File: config.mk
export PLATFORM = sky130hd
export DESIGN_NAME = request_retry_tracking_table
export DESIGN_NICKNAME = d
export VERILOG_FILES = /design/src/hdl/rrt_pkg.sv /design/src/hdl/request_retry_tracking_table.sv
export SDC_FILE = /design/constraint.sdc
export NUM_CORES = 1
export LEC_CHECK = 0
export BUFFER_PORTS_ARGS = -buffer_cell sky130_fd_sc_hd__buf_2
export CORE_ASPECT_RATIO = 0.9
export CORE_MARGIN = 10
export CORE_UTILIZATION = 35
export CTS_BUF_LIST = sky130_fd_sc_hd__clkbuf_16
export DETAILED_ROUTE_END_ITERATION = 10
export MAX_ROUTING_LAYER = met4
export PLACE_DENSITY = 0.58
export SLEW_MARGIN = 20
export SYNTH_ARGS = -nofsm -noshare
export SYNTH_HDL_FRONTEND = slang
export SYNTH_SLANG_ARGS = --single-unit
File: constraint.sdc
create_clock -name clk -period 4.21 [get_ports clk]
set_input_delay 0.421 -clock clk [delete_from_list [all_inputs] [get_ports clk]]
set_output_delay 0.421 -clock clk [all_outputs]
set_load 0.02 [all_outputs]
File: src/hdl/rrt_pkg.sv
// Shared types and constants for the request retry tracking table.
// Holds the item structs, operation and result kind codes, and register defaults.
// No dependencies.
package rrt_pkg;

    // Default number of table slots.
    localparam int TABLE_SLOTS_DEF = 8;

    // Operation codes carried by an input item.
    localparam logic [1:0] OP_REQUEST  = 2'd0;
    localparam logic [1:0] OP_RESPONSE = 2'd1;
    localparam logic [1:0] OP_TICK     = 2'd2;
    localparam logic [1:0] OP_SCAN     = 2'd3;

    // Result kinds.
    localparam logic [3:0] K_FULL          = 4'd0;
    localparam logic [3:0] K_STORED_SENT   = 4'd1;
    localparam logic [3:0] K_STORED_UNSENT = 4'd2;
    localparam logic [3:0] K_SENT          = 4'd3;
    localparam logic [3:0] K_RESENT        = 4'd4;
    localparam logic [3:0] K_REFUSED       = 4'd5;
    localparam logic [3:0] K_DROPPED       = 4'd6;
    localparam logic [3:0] K_MATCHED       = 4'd7;
    localparam logic [3:0] K_UNMATCHED     = 4'd8;
    localparam logic [3:0] K_NONE          = 4'd9;

    // Configuration register indexes.
    localparam logic CFG_TIMEOUT_TICKS = 1'b0;
    localparam logic CFG_TRY_LIMIT     = 1'b1;

    // Register reset values.
    localparam logic [7:0] TIMEOUT_RST   = 8'd10;
    localparam logic [3:0] TRY_LIMIT_RST = 4'd3;
    localparam logic [7:0] TIMER_MAX     = 8'hFF;

    typedef struct packed {
        logic [1:0] operation;
        logic [5:0] seq_number;
        logic [7:0] peer_addr;
        logic       queue_ready;
    } in_item_t;

    typedef struct packed {
        logic [3:0] kind;
        logic [4:0] slot;
        logic [5:0] entry_seq;
        logic [7:0] entry_addr;
        logic [3:0] tries;
        logic       last;
    } out_item_t;

    // One table entry as held in the entry memory.
    typedef struct packed {
        logic [5:0] seq;
        logic [7:0] addr;
        logic [3:0] cnt;
        logic [7:0] timer;
    } entry_t;

endpackage

File: src/hdl/request_retry_tracking_table.sv
// Top level of the request retry tracking table.
// Holds the entry memory, the occupancy flags, the slot walker and the output stage.
// Depends on rrt_pkg.

// The block keeps up to TABLE_SLOTS outstanding bus requests. A new request
// item is stored in the lowest free slot in the cycle it is accepted and its
// single result is registered at once. A response, a timer tick or a service
// scan walks the slots through the registered read port of the entry memory,
// one read a cycle while the output is not held off; a response ends early
// when it matches and a scan when it sends or refuses. The entry memory has a
// single read port. Results of one item leave in table order; the final one
// carries last. Occupancy flags are cleared by reset; the entry memory itself
// needs no clearing, since an entry is only looked at while its slot is
// occupied. Configuration writes are taken in any cycle but are meant to come
// only while the block is idle.
module request_retry_tracking_table
    import rrt_pkg::*;
#(
    parameter int TABLE_SLOTS = TABLE_SLOTS_DEF
) (
    input  logic      clk,
    input  logic      rst_n,
    input  logic      in_valid,
    output logic      in_ready,
    input  in_item_t  in_data,
    output logic      out_valid,
    input  logic      out_ready,
    output out_item_t out_data,
    input  logic      cfg_valid,
    output logic      cfg_ready,
    input  logic      cfg_index,
    input  logic [7:0] cfg_data
);

    localparam int IW = (TABLE_SLOTS > 1) ? $clog2(TABLE_SLOTS) : 1;
    localparam logic [IW-1:0] LAST_IDX = IW'(TABLE_SLOTS - 1);

    localparam logic [1:0] ST_IDLE  = 2'd0;
    localparam logic [1:0] ST_WALK  = 2'd1;
    localparam logic [1:0] ST_FLUSH = 2'd2;

    // Entry memory: sequence, address, send count and age timer per slot.
    entry_t mem [TABLE_SLOTS];

    logic [1:0]             state_reg, state_next;
    logic [TABLE_SLOTS-1:0] occ_reg, occ_next;
    logic [7:0]             tmo_reg;
    logic [3:0]             lim_reg;

    // The item being worked on.
    logic [1:0] op_reg, op_next;
    logic [5:0] seq_reg, seq_next;
    logic [7:0] addr_reg, addr_next;
    logic       qrdy_reg, qrdy_next;

    // Walker: read address, and the slot whose data sits in the read register.
    logic [IW-1:0] walk_idx_reg, walk_idx_next;
    logic          issue_reg, issue_next;
    logic          eval_vld_reg, eval_vld_next;
    logic [IW-1:0] eval_idx_reg, eval_idx_next;
    entry_t        rd_data_reg;

    // A result waits in the hold stage until it is known whether it is the last.
    logic      hold_vld_reg, hold_vld_next;
    out_item_t hold_reg, hold_next;
    logic      out_vld_reg, out_vld_next;
    out_item_t out_reg, out_next;

    logic      out_free;
    logic      in_acc;
    logic      free_found;
    logic [IW-1:0] free_idx;

    logic      res_vld;
    out_item_t res;
    logic      finish;
    logic      eval_wr;
    entry_t    eval_entry;
    logic      occ_clr;
    logic      at_end;
    logic      stall;
    logic      advance;
    logic      rd_en;
    logic      eval_occ;
    entry_t    ent;
    out_item_t dflt;

    logic          wr_en;
    logic [IW-1:0] wr_addr;
    entry_t        wr_data;

    assign out_free  = !out_vld_reg || out_ready;
    assign in_ready  = (state_reg == ST_IDLE) && out_free;
    assign in_acc    = in_valid && in_ready;
    assign out_valid = out_vld_reg;
    assign out_data  = out_reg;
    assign cfg_ready = 1'b1;

    // Lowest free slot.
    always_comb
    begin
        free_found = 1'b0;
        free_idx   = '0;
        for (int i = TABLE_SLOTS - 1; i >= 0; i--)
        begin
            if (!occ_reg[i])
            begin
                free_found = 1'b1;
                free_idx   = IW'(i);
            end
        end
    end

    // Evaluation of the slot whose entry has just been read.
    always_comb
    begin
        ent        = rd_data_reg;
        eval_occ   = occ_reg[eval_idx_reg];
        res_vld    = 1'b0;
        res        = '0;
        finish     = 1'b0;
        eval_wr    = 1'b0;
        eval_entry = ent;
        occ_clr    = 1'b0;

        res.slot       = 5'(eval_idx_reg);
        res.entry_seq  = ent.seq;
        res.entry_addr = ent.addr;
        res.tries      = ent.cnt;

        if (eval_vld_reg && eval_occ)
        begin
            case (op_reg)
                OP_RESPONSE:
                begin
                    if (ent.seq == seq_reg && ent.addr == addr_reg)
                    begin
                        res_vld  = 1'b1;
                        res.kind = K_MATCHED;
                        finish   = 1'b1;
                        occ_clr  = 1'b1;
                    end
                end
                OP_TICK:
                begin
                    if (ent.cnt != 4'd0 && ent.timer != TIMER_MAX)
                    begin
                        eval_wr          = 1'b1;
                        eval_entry.timer = ent.timer + 8'd1;
                    end
                end
                OP_SCAN:
                begin
                    if (ent.cnt == 4'd0)
                    begin
                        // First send of an entry stored while the queue was busy.
                        res_vld = 1'b1;
                        finish  = 1'b1;
                        if (qrdy_reg)
                        begin
                            eval_wr          = 1'b1;
                            eval_entry.timer = 8'd0;
                            eval_entry.cnt   = 4'd1;
                            res.kind         = K_SENT;
                            res.tries        = 4'd1;
                        end
                        else
                        begin
                            res.kind = K_REFUSED;
                        end
                    end
                    else if (ent.timer >= tmo_reg)
                    begin
                        if (ent.cnt >= lim_reg)
                        begin
                            res_vld  = 1'b1;
                            res.kind = K_DROPPED;
                            occ_clr  = 1'b1;
                        end
                        else
                        begin
                            res_vld = 1'b1;
                            finish  = 1'b1;
                            if (qrdy_reg)
                            begin
                                eval_wr          = 1'b1;
                                eval_entry.timer = 8'd0;
                                eval_entry.cnt   = ent.cnt + 4'd1;
                                res.kind         = K_RESENT;
                                res.tries        = ent.cnt + 4'd1;
                            end
                            else
                            begin
                                res.kind = K_REFUSED;
                            end
                        end
                    end
                end
                default:
                begin
                    res_vld = 1'b0;
                end
            endcase
        end
    end

    always_comb
    begin
        dflt = '0;
        if (op_reg == OP_RESPONSE)
        begin
            dflt.kind       = K_UNMATCHED;
            dflt.entry_seq  = seq_reg;
            dflt.entry_addr = addr_reg;
        end
        else
        begin
            dflt.kind = K_NONE;
        end
    end

    assign at_end  = eval_vld_reg && (eval_idx_reg == LAST_IDX);
    assign stall   = res_vld && hold_vld_reg && !out_free;
    assign advance = (state_reg == ST_WALK) && !stall;
    assign rd_en   = advance && issue_reg;

    // Next-state logic for control, walker, hold stage and output register.
    always_comb
    begin
        state_next    = state_reg;
        occ_next      = occ_reg;
        op_next       = op_reg;
        seq_next      = seq_reg;
        addr_next     = addr_reg;
        qrdy_next     = qrdy_reg;
        walk_idx_next = walk_idx_reg;
        issue_next    = issue_reg;
        eval_vld_next = eval_vld_reg;
        eval_idx_next = eval_idx_reg;
        hold_vld_next = hold_vld_reg;
        hold_next     = hold_reg;
        out_vld_next  = out_vld_reg;
        out_next      = out_reg;
        wr_en         = 1'b0;
        wr_addr       = eval_idx_reg;
        wr_data       = eval_entry;

        if (out_ready)
        begin
            out_vld_next = 1'b0;
        end

        case (state_reg)
            ST_IDLE:
            begin
                if (in_acc)
                begin
                    op_next   = in_data.operation;
                    seq_next  = in_data.seq_number;
                    addr_next = in_data.peer_addr;
                    qrdy_next = in_data.queue_ready;
                    if (in_data.operation == OP_REQUEST)
                    begin
                        out_vld_next        = 1'b1;
                        out_next            = '0;
                        out_next.last       = 1'b1;
                        out_next.entry_seq  = in_data.seq_number;
                        out_next.entry_addr = in_data.peer_addr;
                        if (free_found)
                        begin
                            wr_en                   = 1'b1;
                            wr_addr                 = free_idx;
                            wr_data.seq             = in_data.seq_number;
                            wr_data.addr            = in_data.peer_addr;
                            wr_data.timer           = 8'd0;
                            wr_data.cnt             = {3'd0, in_data.queue_ready};
                            occ_next[free_idx]      = 1'b1;
                            out_next.slot           = 5'(free_idx);
                            out_next.tries          = {3'd0, in_data.queue_ready};
                            out_next.kind           = in_data.queue_ready ?
                                                      K_STORED_SENT : K_STORED_UNSENT;
                        end
                        else
                        begin
                            out_next.kind = K_FULL;
                        end
                    end
                    else
                    begin
                        state_next    = ST_WALK;
                        walk_idx_next = '0;
                        issue_next    = 1'b1;
                        eval_vld_next = 1'b0;
                        hold_vld_next = 1'b0;
                    end
                end
            end
            ST_WALK:
            begin
                if (advance)
                begin
                    eval_vld_next = rd_en;
                    eval_idx_next = walk_idx_reg;
                    if (rd_en)
                    begin
                        if (walk_idx_reg == LAST_IDX)
                        begin
                            issue_next = 1'b0;
                        end
                        else
                        begin
                            walk_idx_next = walk_idx_reg + IW'(1);
                        end
                    end
                    wr_en = eval_wr;
                    if (occ_clr)
                    begin
                        occ_next[eval_idx_reg] = 1'b0;
                    end
                    if (res_vld)
                    begin
                        if (hold_vld_reg)
                        begin
                            // The held result is not the last one: release it.
                            out_vld_next  = 1'b1;
                            out_next      = hold_reg;
                            out_next.last = 1'b0;
                        end
                        hold_vld_next = 1'b1;
                        hold_next     = res;
                    end
                    else if (at_end && !hold_vld_reg)
                    begin
                        hold_vld_next = 1'b1;
                        hold_next     = dflt;
                    end
                    if (finish || at_end)
                    begin
                        state_next    = ST_FLUSH;
                        issue_next    = 1'b0;
                        eval_vld_next = 1'b0;
                    end
                end
            end
            ST_FLUSH:
            begin
                if (out_free)
                begin
                    out_vld_next  = 1'b1;
                    out_next      = hold_reg;
                    out_next.last = 1'b1;
                    hold_vld_next = 1'b0;
                    state_next    = ST_IDLE;
                end
            end
            default:
            begin
                state_next = ST_IDLE;
            end
        endcase
    end

    // Entry memory: one write port, one registered read port.
    always_ff @(posedge clk)
    begin
        if (wr_en)
        begin
            mem[wr_addr] <= wr_data;
        end
        if (rd_en)
        begin
            rd_data_reg <= mem[walk_idx_reg];
        end
    end

    always_ff @(posedge clk or negedge rst_n)
    begin
        if (!rst_n)
        begin
            state_reg    <= ST_IDLE;
            occ_reg      <= '0;
            tmo_reg      <= TIMEOUT_RST;
            lim_reg      <= TRY_LIMIT_RST;
            issue_reg    <= 1'b0;
            eval_vld_reg <= 1'b0;
            hold_vld_reg <= 1'b0;
            out_vld_reg  <= 1'b0;
        end
        else
        begin
            state_reg    <= state_next;
            occ_reg      <= occ_next;
            issue_reg    <= issue_next;
            eval_vld_reg <= eval_vld_next;
            hold_vld_reg <= hold_vld_next;
            out_vld_reg  <= out_vld_next;
            if (cfg_valid)
            begin
                case (cfg_index)
                    CFG_TIMEOUT_TICKS: tmo_reg <= cfg_data;
                    CFG_TRY_LIMIT:     lim_reg <= cfg_data[3:0];
                    default:           tmo_reg <= tmo_reg;
                endcase
            end
        end
    end

    // Payload registers.
    always_ff @(posedge clk)
    begin
        op_reg       <= op_next;
        seq_reg      <= seq_next;
        addr_reg     <= addr_next;
        qrdy_reg     <= qrdy_next;
        walk_idx_reg <= walk_idx_next;
        eval_idx_reg <= eval_idx_next;
        hold_reg     <= hold_next;
        out_reg      <= out_next;
    end

endmodule
==> results.yml, run 1 <==
die:
  core_area_um2: 39800
  die_h_um: 211
  initial_core_util: 0.357
  dieArea_um2: 49000
  die_w_um: 232
  rows: 69
  io_pins: 62
layout:
  fin_area_um2: 16600
  drive_gt1_frac: 0.253
  final_cells: 1573
  postLayoutCoreUtil: 0.418
  regMostFlops: "mem"
  regArea_um2: 9900
  largest_register_ff_count: 208
  diodes: 0
  syn_to_final_growth_pct: 17.1
  nets: 1066
  multi_input_area_um2: 3970
  n_fill_cell: 3543
clock_network:
  clock_latency_ns: 0.53
  cts_resized: 0
  cts_setup_buffers: 0
  clkTransAtPathRegs_ns: 0.06
  cts.sink_count: 334
  htreeDepth: 2
  cts-buffers-inserted: 38
  cts_tree: "yes"
  clk_path_buf_depth: 3
  cts_root_buffer: "clkbuf_16"
  ctsHoldBuffers: 1
power:
  p_seq_frac: 0.429
  combinationalPowerShare: 0.238
  p_sw_frac: 0.294
  switchingPower_uw: 3050
  power.internal_uw: 7300
  clkPwrFrac: 0.333
  peakVddDrop_mv: 0.351
  p_leak_uw: 0.00583
  p_per_area_nw_per_um2: 623
yosys:
  synth_top_area_frac: 0.652
  synth_area_per_cell_um2: 15.4
  synth_top_area_cell: "edfxtp_1"
  synth_edf_count: 308
  synth_cell_types: 60
  synth_warnings: 0
  synthCells: 919
  async_reset_ff_frac: 0.0778
  synth.ff_latch_count: 334
  netlist_top_cells_area: "edfxtp_1 65%, mux4_2 8.4%, dfrtp_1 3.9%, nand2_1 2.7%, mux2_2 2.5%"
  synth.top_cells.by_count: "308 x edfxtp_1, 101 x nand2_1, 53 x mux4_2"
  synth_most_common_cell: "edfxtp_1"
  yosysSeqAreaShare: 0.698
  ys.flop_type: "edfxtp_1"
  netlist_area_um2: 14200
status:
  status: "finished, final reports clean"
place:
  gp_congestion: 0.893
  placed_cells: 1503
  dpl_cell_area_um2: 15300
  port_buffers: 58
  dp_hpwl_mm: 21.5
hold_path:
  min_path_type: "input port to register"
timing:
  worstMarginPinSlew_ns: 1.08
  finalHoldViolCount: 0
  finalSetupViolCount: 0
  slew_headroom: 0.276
  finalCriticalPeriod_ns: 3.68
  rsz0062_at_grt: "no"
  drv_slew: 0
  fin_skew_ns: 0.0229
  clock.fmax_mhz: 272
  post-route-period-util: 0.875
  setup_tns_ns: 0
flow_run:
  maxCapViolations: 0
setup_path:
  criticalPathCategory: "register to register"
  start_kind: "register"
  crit_fanout: 26
  arrival_ns: 3.85
  worstSetupEndpointType: "register"
  cp.required_ns: 4.38
routing:
  ant_nets: 0
  avgRoutedWirePerCell_um: 20.2
  first_iter_violations: 830
  vias: 8045
  drt_pre_antenna_iters: 5
  wl_mm: 31.8
  drc: 0
  viasPerCell: 5.11
global_route:
  grt_max_degree: 56
  grt_pass1_vias: 8100
  grt_pass1_wl_mm: 49.7
  grt_overflow: 0
  gr-usage-all-layers: 0.133
  antenna_found_initial: 0
logic make-up (layout without fill, tap and decap cells):
| kind of cell | after synthesis | count (layout) | share of synthesized area |
|---|---|---|---|
| buffers and inverters | 87 | 208 | 0.0251 |
| AO/OA/AOI/OAI | 133 | 133 | 0.0589 |
| AND/OR/NAND/NOR | 237 | 237 | 0.0764 |
| multiplexers | 88 | 88 | 0.112 |
| flip-flops | 334 | 334 | 0.698 |
| other | 2 | 3 | 0.000529 |
| XOR/XNOR | 15 | 15 | 0.00926 |
| adder cells (fa/ha/maj) | 23 | 23 | 0.0203 |
worst paths after layout:
check,startpoint,to,slack [ns],depth (start not counted)
max in group asynchronous,rst_n,eval_vld_reg$_DFFE_PN0P_,3.30,2
max reg2reg,ent[8]$_DFFE_PP_,mem[1][1]$_DFFE_PP_,0.53,11
max,ent[8]$_DFFE_PP_,mem[1][1]$_DFFE_PP_,0.53,11
min reg2reg,hold_reg[2]$_SDFFCE_PN0P_,out_data[2]$_DFFE_PP_,0.52,1
min in group asynchronous,rst_n,occ_reg[0]$_DFFE_PN0P_,0.47,2
min,in_data[12],seq_reg[3]$_DFFE_PP_,0.1,1
worst max-delay path, stage by stage, from the launching register on:
cell and delay, ns:
edfxtp_1 0.45, inv_1 0.14, ha_1 0.24, nand2b_1 0.14, a2111oi_0 0.38, nor3_1 0.16
o31a_1 0.29, o21ai_0 0.25, nand3_1 0.25, o32a_2 0.53, nor2_2 0.12, buf_4 0.35
metrics by stage:
step	hold slack (ns)	total power [uW]	setup slack [ns]
after floorplan	0.125	6120	0.0701
after global placement	0.489	6970	0.608
after detailed placement	0.505	6990	0.572
after CTS	0.0789	10500	0.542
after global routing	0.0806	10900	0.153
final	0.0981	10400	0.528
cell usage in the layout (no fill, tap or decap), drive strengths merged, types with 3 or more instances in the layout:
cell,instances
or2,5
a22o,5
mux2i,4
conb,3
clkinvlp,3
dfstp,4
and2,12
nor2,49
nand4,10
a21oi,22
nor3,9
o211ai,3
nand2,103
mux4,53
a2111oi,3
o21ai,53
nand2b,8
dfrtp,22
or4,4
nor2b,7
xnor2,14
mux2,31
a21boi,4
a21o,3
clkinv,13
bufinv,7
a41oi,3
ha,23
inv,51
edfxtp,308
o21a,4
clkbuf,39
nand3,24
buf,94
o31ai,4
a31oi,16
final cells by class:
type | count | share of cell area
Clock inverter | 30 | 0.0206
Sequential cell | 334 | 0.596
Clock buffer | 39 | 0.0587
Timing Repair Buffer | 95 | 0.0358
Multi-Input combinational cell | 499 | 0.239
Inverter | 44 | 0.00994
Tap cell | 532 | 0.0401
per-layer routing:
metal	wire, um	share of wire	vias to the layer above	GRT usage
li1	-	-	3700	-
met1	15400	0.48	4041	0.193
met2	13700	0.43	253	0.186
met3	2030	0.064	51	0.0273
met4	671	0.021	0	0.0365
met5	0	0	-	-
power groups by stage:
stage          Clock [uW]  Combinational [uW]  Sequential, uW
6_report             3450                2460            4440
5_1_grt              3660                2710            4480
4_1_cts              3520                2490            4440
3_5_place_dp            0                2480            4510
3_3_place_gp            0                2470            4510
2_1_floorplan           0                1480            4630
Note: power is estimated with default switching activity, not from simulation.
==> inputs of run 2 (changes only) <==
MAX_ROUTING_LAYER = unset   (was met4)
==> run 2 against run 1 <==
- hold slack better by 0.0024 ns
- first-iteration DRC count down 0.48%
- design area unchanged
- sequential cell count unchanged
- largest cell class unchanged
- clock power about the same
- critical path depth unchanged
==> results.yml, run 2 (synthesis gave the netlist of run 1 again) <==
status:
  status: "finished, final reports clean"
clock_network:
  htreeDepth: 2
  cts_root_buffer: "clkbuf_16"
  clk_path_buf_depth: 3
  clock_latency_ns: 0.53
  cts-buffers-inserted: 38
  cts.sink_count: 334
  clkTransAtPathRegs_ns: 0.06
  cts_tree: "yes"
  cts_resized: 0
die:
  initial_core_util: 0.357
  die_w_um: 232
  core_area_um2: 39800
  dieArea_um2: 49000
  io_pins: 62
  rows: 69
  die_h_um: 211
routing:
  drc: 0
  first_iter_violations: 826
  drt_pre_antenna_iters: 5
  wl_mm: 31.8
  avgRoutedWirePerCell_um: 20.2
  ant_nets: 0
  viasPerCell: 5.10
  vias: 8017
timing:
  drv_slew: 0
  setup_tns_ns: 0
  slew_headroom: 0.292
  worstMarginPinSlew_ns: 1.05
  timing.final.ws_setup_ns: 0.532
  finalHoldViolCount: 0
  clock.fmax_mhz: 272
  finalCriticalPeriod_ns: 3.68
  finalSetupViolCount: 0
  fin_skew_ns: 0.0235
  rsz0062_at_grt: "no"
  post-route-period-util: 0.874
place:
  port_buffers: 58
  dp_hpwl_mm: 21.5
  post-place-ws_ns: 0.572
  gp_congestion: 0.878
layout:
  final_common_cell: "edfxtp_1"
  regMostFlops: "mem"
  syn_to_final_growth_pct: 17.1
  nets: 1066
  final_cell_mix: "308 x edfxtp_1, 101 x nand2_1, 58 x buf_2, 53 x mux4_2, 47 x inv_1"
  largest_register_ff_count: 208
  drive_gt1_frac: 0.253
  postLayoutCoreUtil: 0.418
  diodes: 0
global_route:
  grt_pass1_wl_mm: 49.7
  grt_max_degree: 56
  grt_overflow: 0
  grt_pass1_vias: 8116
  gr-usage-all-layers: 0.130
  antenna_found_initial: 0
setup_path:
  ff2ff_setup_slack_ns: 0.53
  ff2ff_path_depth: 11
  worstReg2RegEnd: "mem[1][1]$_DFFE_PP_"
  arrival_ns: 3.85
  worstSetupEndpointType: "register"
  crit_fanout: 26
  start_kind: "register"
  cp.required_ns: 4.38
  criticalPathCategory: "register to register"
  r2r-start: "ent[8]$_DFFE_PP_"
hold_path:
  holdPathEnd: "seq_reg[3]$_DFFE_PP_"
  min_from: "in_data[12]"
  whs_path_depth: 1
  min_path_type: "input port to register"
power:
  clkPwrFrac: 0.333
  p_sw_frac: 0.295
  combinationalPowerShare: 0.238
  p_seq_frac: 0.429
  peakVddDrop_mv: 0.351
  p_per_area_nw_per_um2: 623
  p_leak_uw: 0.00583
  power.internal_uw: 7300
  switchingPower_uw: 3050
flow_run:
  maxCapViolations: 0
run 2: layout make-up:
type,instances,area [um2]
Multi-Input combinational cell,499,3970
Clock buffer,39,976
Inverter,44,165
Tap cell,532,666
Clock inverter,30,343
Fill cell,3543,23200
Sequential cell,334,9900
Timing Repair Buffer,95,596
run 2: timing repair:
item	in CTS	in global routing
endpoints found under the hold margin	22	0
hold buffers	1	0
setup buffers	0	0
run 2: power groups by stage:
stage,logic (uW),clock network [uW],registers (uW)
after detailed placement,2480,0,4510
after global placement,2470,0,4510
after global routing,2710,3660,4480
final,2460,3450,4440
after CTS,2490,3520,4440
after floorplan,1480,0,4630
run 2: worst max-delay path by stage:
stage                           endpoint                      from  cells after the start
floorplan            mem[3][0]$_DFFE_PP_  state_reg[0]$_DFFE_PN0P_                      9
global placement    mem[1][13]$_DFFE_PP_          ent[0]$_DFFE_PP_                     11
detailed placement  mem[3][21]$_DFFE_PP_          ent[0]$_DFFE_PP_                     11
CTS                  mem[5][6]$_DFFE_PP_          ent[0]$_DFFE_PP_                     11
global route         mem[6][9]$_DFFE_PP_          ent[8]$_DFFE_PP_                     11
finish               mem[1][1]$_DFFE_PP_          ent[8]$_DFFE_PP_                     11
run 2: per-stage QoR:
step | std cells | cell area [um2] | hold slack (ns) | power [uW]
after floorplan | 920 | 14200 | 0.125 | 6120
after global placement | 1503 | 15300 | 0.489 | 6970
after detailed placement | 1503 | 15300 | 0.505 | 6990
after CTS | 1573 | 16600 | 0.0789 | 10500
after global routing | 1573 | 16600 | 0.0806 | 10900
final | 1573 | 16600 | 0.100 | 10400
run 2: routing by layer:
metal  vias to the layer above  track usage  share of wire  routed length (um)
met2                       266        0.186           0.43               13800
met4                         0       0.0365          0.021                 661
met5                         -            0              0                   0
li1                       3691            -              -                   -
met3                        51       0.0278          0.065                2080
met1                      4009        0.193           0.48               15300
run 2: worst max-delay path, stage by stage, from the launching register on:
cell	delay (ns)
edfxtp_1	0.44
inv_1	0.14
ha_1	0.24
nand2b_1	0.14
a2111oi_0	0.38
nor3_1	0.17
o31a_1	0.29
o21ai_0	0.26
nand3_1	0.25
o32a_2	0.52
nor2_2	0.12
buf_4	0.35
==> inputs of run 3 (changes only) <==
==> constraint.sdc (replaced) <==
create_clock -name clk -period 4.21 [get_ports clk]
set_input_delay 0.2105 -clock clk [delete_from_list [all_inputs] [get_ports clk]]
set_output_delay 0.2105 -clock clk [all_outputs]
set_load 0.02 [all_outputs]
==> run 3 against run 2 <==
- power is 0.21% higher
- count of clock-buffer cells in the layout unchanged
- first-iteration DRC count increased by 1.7%
- die area unchanged
- fmax grew 0.30%
- largest power group unchanged
- global-route usage rose by 0.10 points
- routed wire length up 0.41%
- clock power barely moved
- non-clock buffer count rose by 25
- clock skew is essentially flat
==> results.yml, run 3 (synthesis gave the netlist of run 1 again) <==
status:
  status: "finished, final reports clean"
place:
  dp_hpwl_mm: 21.5
  post-place-ws_ns: 0.572
  gp_congestion: 0.878
  port_buffers: 58
layout:
  final_cell_mix: "308 x edfxtp_1, 101 x nand2_1, 58 x buf_2, 53 x mux4_2, 47 x inv_1"
  multi_input_area_um2: 3970
  nets: 1091
  n_fill_cell: 3522
  regArea_um2: 9900
  syn_to_final_growth_pct: 18.9
  drive_gt1_frac: 0.247
  final_common_cell: "edfxtp_1"
  largest_register_ff_count: 208
  diodes: 0
  regMostFlops: "mem"
global_route:
  antenna_found_initial: 0
  grt_pass1_wl_mm: 50.1
  grt_pass1_vias: 8256
  grt_overflow: 0
  grt_max_degree: 56
  gr-usage-all-layers: 0.131
setup_path:
  worstReg2RegEnd: "mem[1][1]$_DFFE_PP_"
  ff2ff_setup_slack_ns: 0.54
  start_kind: "register"
  worstSetupEndpointType: "register"
  ff2ff_path_depth: 11
  endpoint: "mem[1][1]$_DFFE_PP_"
  cp.required_ns: 4.38
  r2r-start: "ent[8]$_DFFE_PP_"
  criticalPathCategory: "register to register"
  crit_fanout: 26
  crit_start: "ent[8]$_DFFE_PP_"
  arrival_ns: 3.84
clock_network:
  clkTransAtPathRegs_ns: 0.07
  cts_root_buffer: "clkbuf_16"
  cts_tree: "yes"
  cts.sink_count: 334
  cts_setup_buffers: 0
  cts_resized: 0
  clk_path_buf_depth: 3
  cts-buffers-inserted: 38
  htreeDepth: 2
  clock_latency_ns: 0.53
  ctsHoldBuffers: 26
flow_run:
  maxCapViolations: 0
hold_path:
  min_path_type: "input port to register"
timing:
  finalSetupViolCount: 0
  rsz0062_at_grt: "no"
  clock.fmax_mhz: 273
  fin_skew_ns: 0.0240
  drv_slew: 0
  setup_tns_ns: 0
  finalCriticalPeriod_ns: 3.67
  slew_headroom: 0.276
  timing.final.ws_setup_ns: 0.544
  finalHoldViolCount: 0
  worstMarginPinSlew_ns: 1.07
  post-route-period-util: 0.871
routing:
  avgRoutedWirePerCell_um: 20.0
  drc: 0
  vias: 8136
  dr.max_layer_used: "met4"
  wl_mm: 32.0
  first_iter_violations: 840
  drt_pre_antenna_iters: 5
  ant_nets: 0
  viasPerCell: 5.09
  wl_met1_mm: 15.1
  wl_met2_mm: 13.8
  dr_wl_met3_mm: 2.32
power:
  p_per_area_nw_per_um2: 615
  p_leak_uw: 0.00593
  peakVddDrop_mv: 0.350
die:
  core_area_um2: 39800
  die_w_um: 232
  dieArea_um2: 49000
  io_pins: 62
  initial_core_util: 0.357
  rows: 69
  die_h_um: 211
run 3: cell types whose count changed in the layout (fill, tap and decap cells not counted):
cell / delta
dlygate4sd3_1: +25
run 3: worst min-delay path by stage:
stage | start | to | slack (ns) | cells past startpoint
after floorplan | rst_n | eval_vld_reg$_DFFE_PN0P_ | -0.09 | 0
after global placement | rst_n | occ_reg[7]$_DFFE_PN0P_ | 0.28 | 1
after detailed placement | rst_n | lim_reg[3]$_DFFE_PN0P_ | 0.29 | 1
after CTS | out_ready | out_valid$_DFF_PN0_ | 0.06 | 4
after global routing | out_ready | out_valid$_DFF_PN0_ | 0.10 | 4
final | out_ready | out_valid$_DFF_PN0_ | 0.08 | 4
run 3: power breakdown:
group          internal [uW]  total (uW)  switching [uW]
registers               4240        4440             200
logic                    948        2480            1530
clock network           2130        3450            1330
run 3: through the flow:
stage | cell area [um2] | hold WS (ns) | cells | util | total power (uW)
floorplan | 14200 | -0.0851 | 920 | - | 6120
global placement | 15300 | 0.278 | 1503 | 0.384 | 6970
detailed placement | 15300 | 0.294 | 1503 | 0.384 | 6990
CTS | 16900 | 0.0552 | 1598 | 0.424 | 10500
global route | 16900 | 0.103 | 1598 | 0.424 | 10900
finish | 16900 | 0.0824 | 1598 | 0.424 | 10400
run 3: routing by layer:
metal  global-route usage  vias to the layer above
met1                0.193                     4059
met5                    0                        -
met2                0.189                      278
met4               0.0372                        0
li1                     -                     3744
met3               0.0285                       55
run 3: critical path: stages, from the launching register on:
cell	delay [ns]
edfxtp_1	0.44
inv_1	0.14
ha_1	0.24
nand2b_1	0.14
a2111oi_0	0.38
nor3_1	0.16
o31a_1	0.29
o21ai_0	0.25
nand3_1	0.25
o32a_2	0.52
nor2_2	0.12
buf_4	0.35
run 3: cell type report:
| type | instances | area share |
|---|---|---|
| clock buffers | 39 | 0.0579 |
| clock inverters | 30 | 0.0203 |
| inverters | 44 | 0.00979 |
| multi-input cells | 499 | 0.235 |
| flip-flops and latches | 334 | 0.587 |
| well taps | 532 | 0.0395 |
| repair buffers | 120 | 0.0501 |
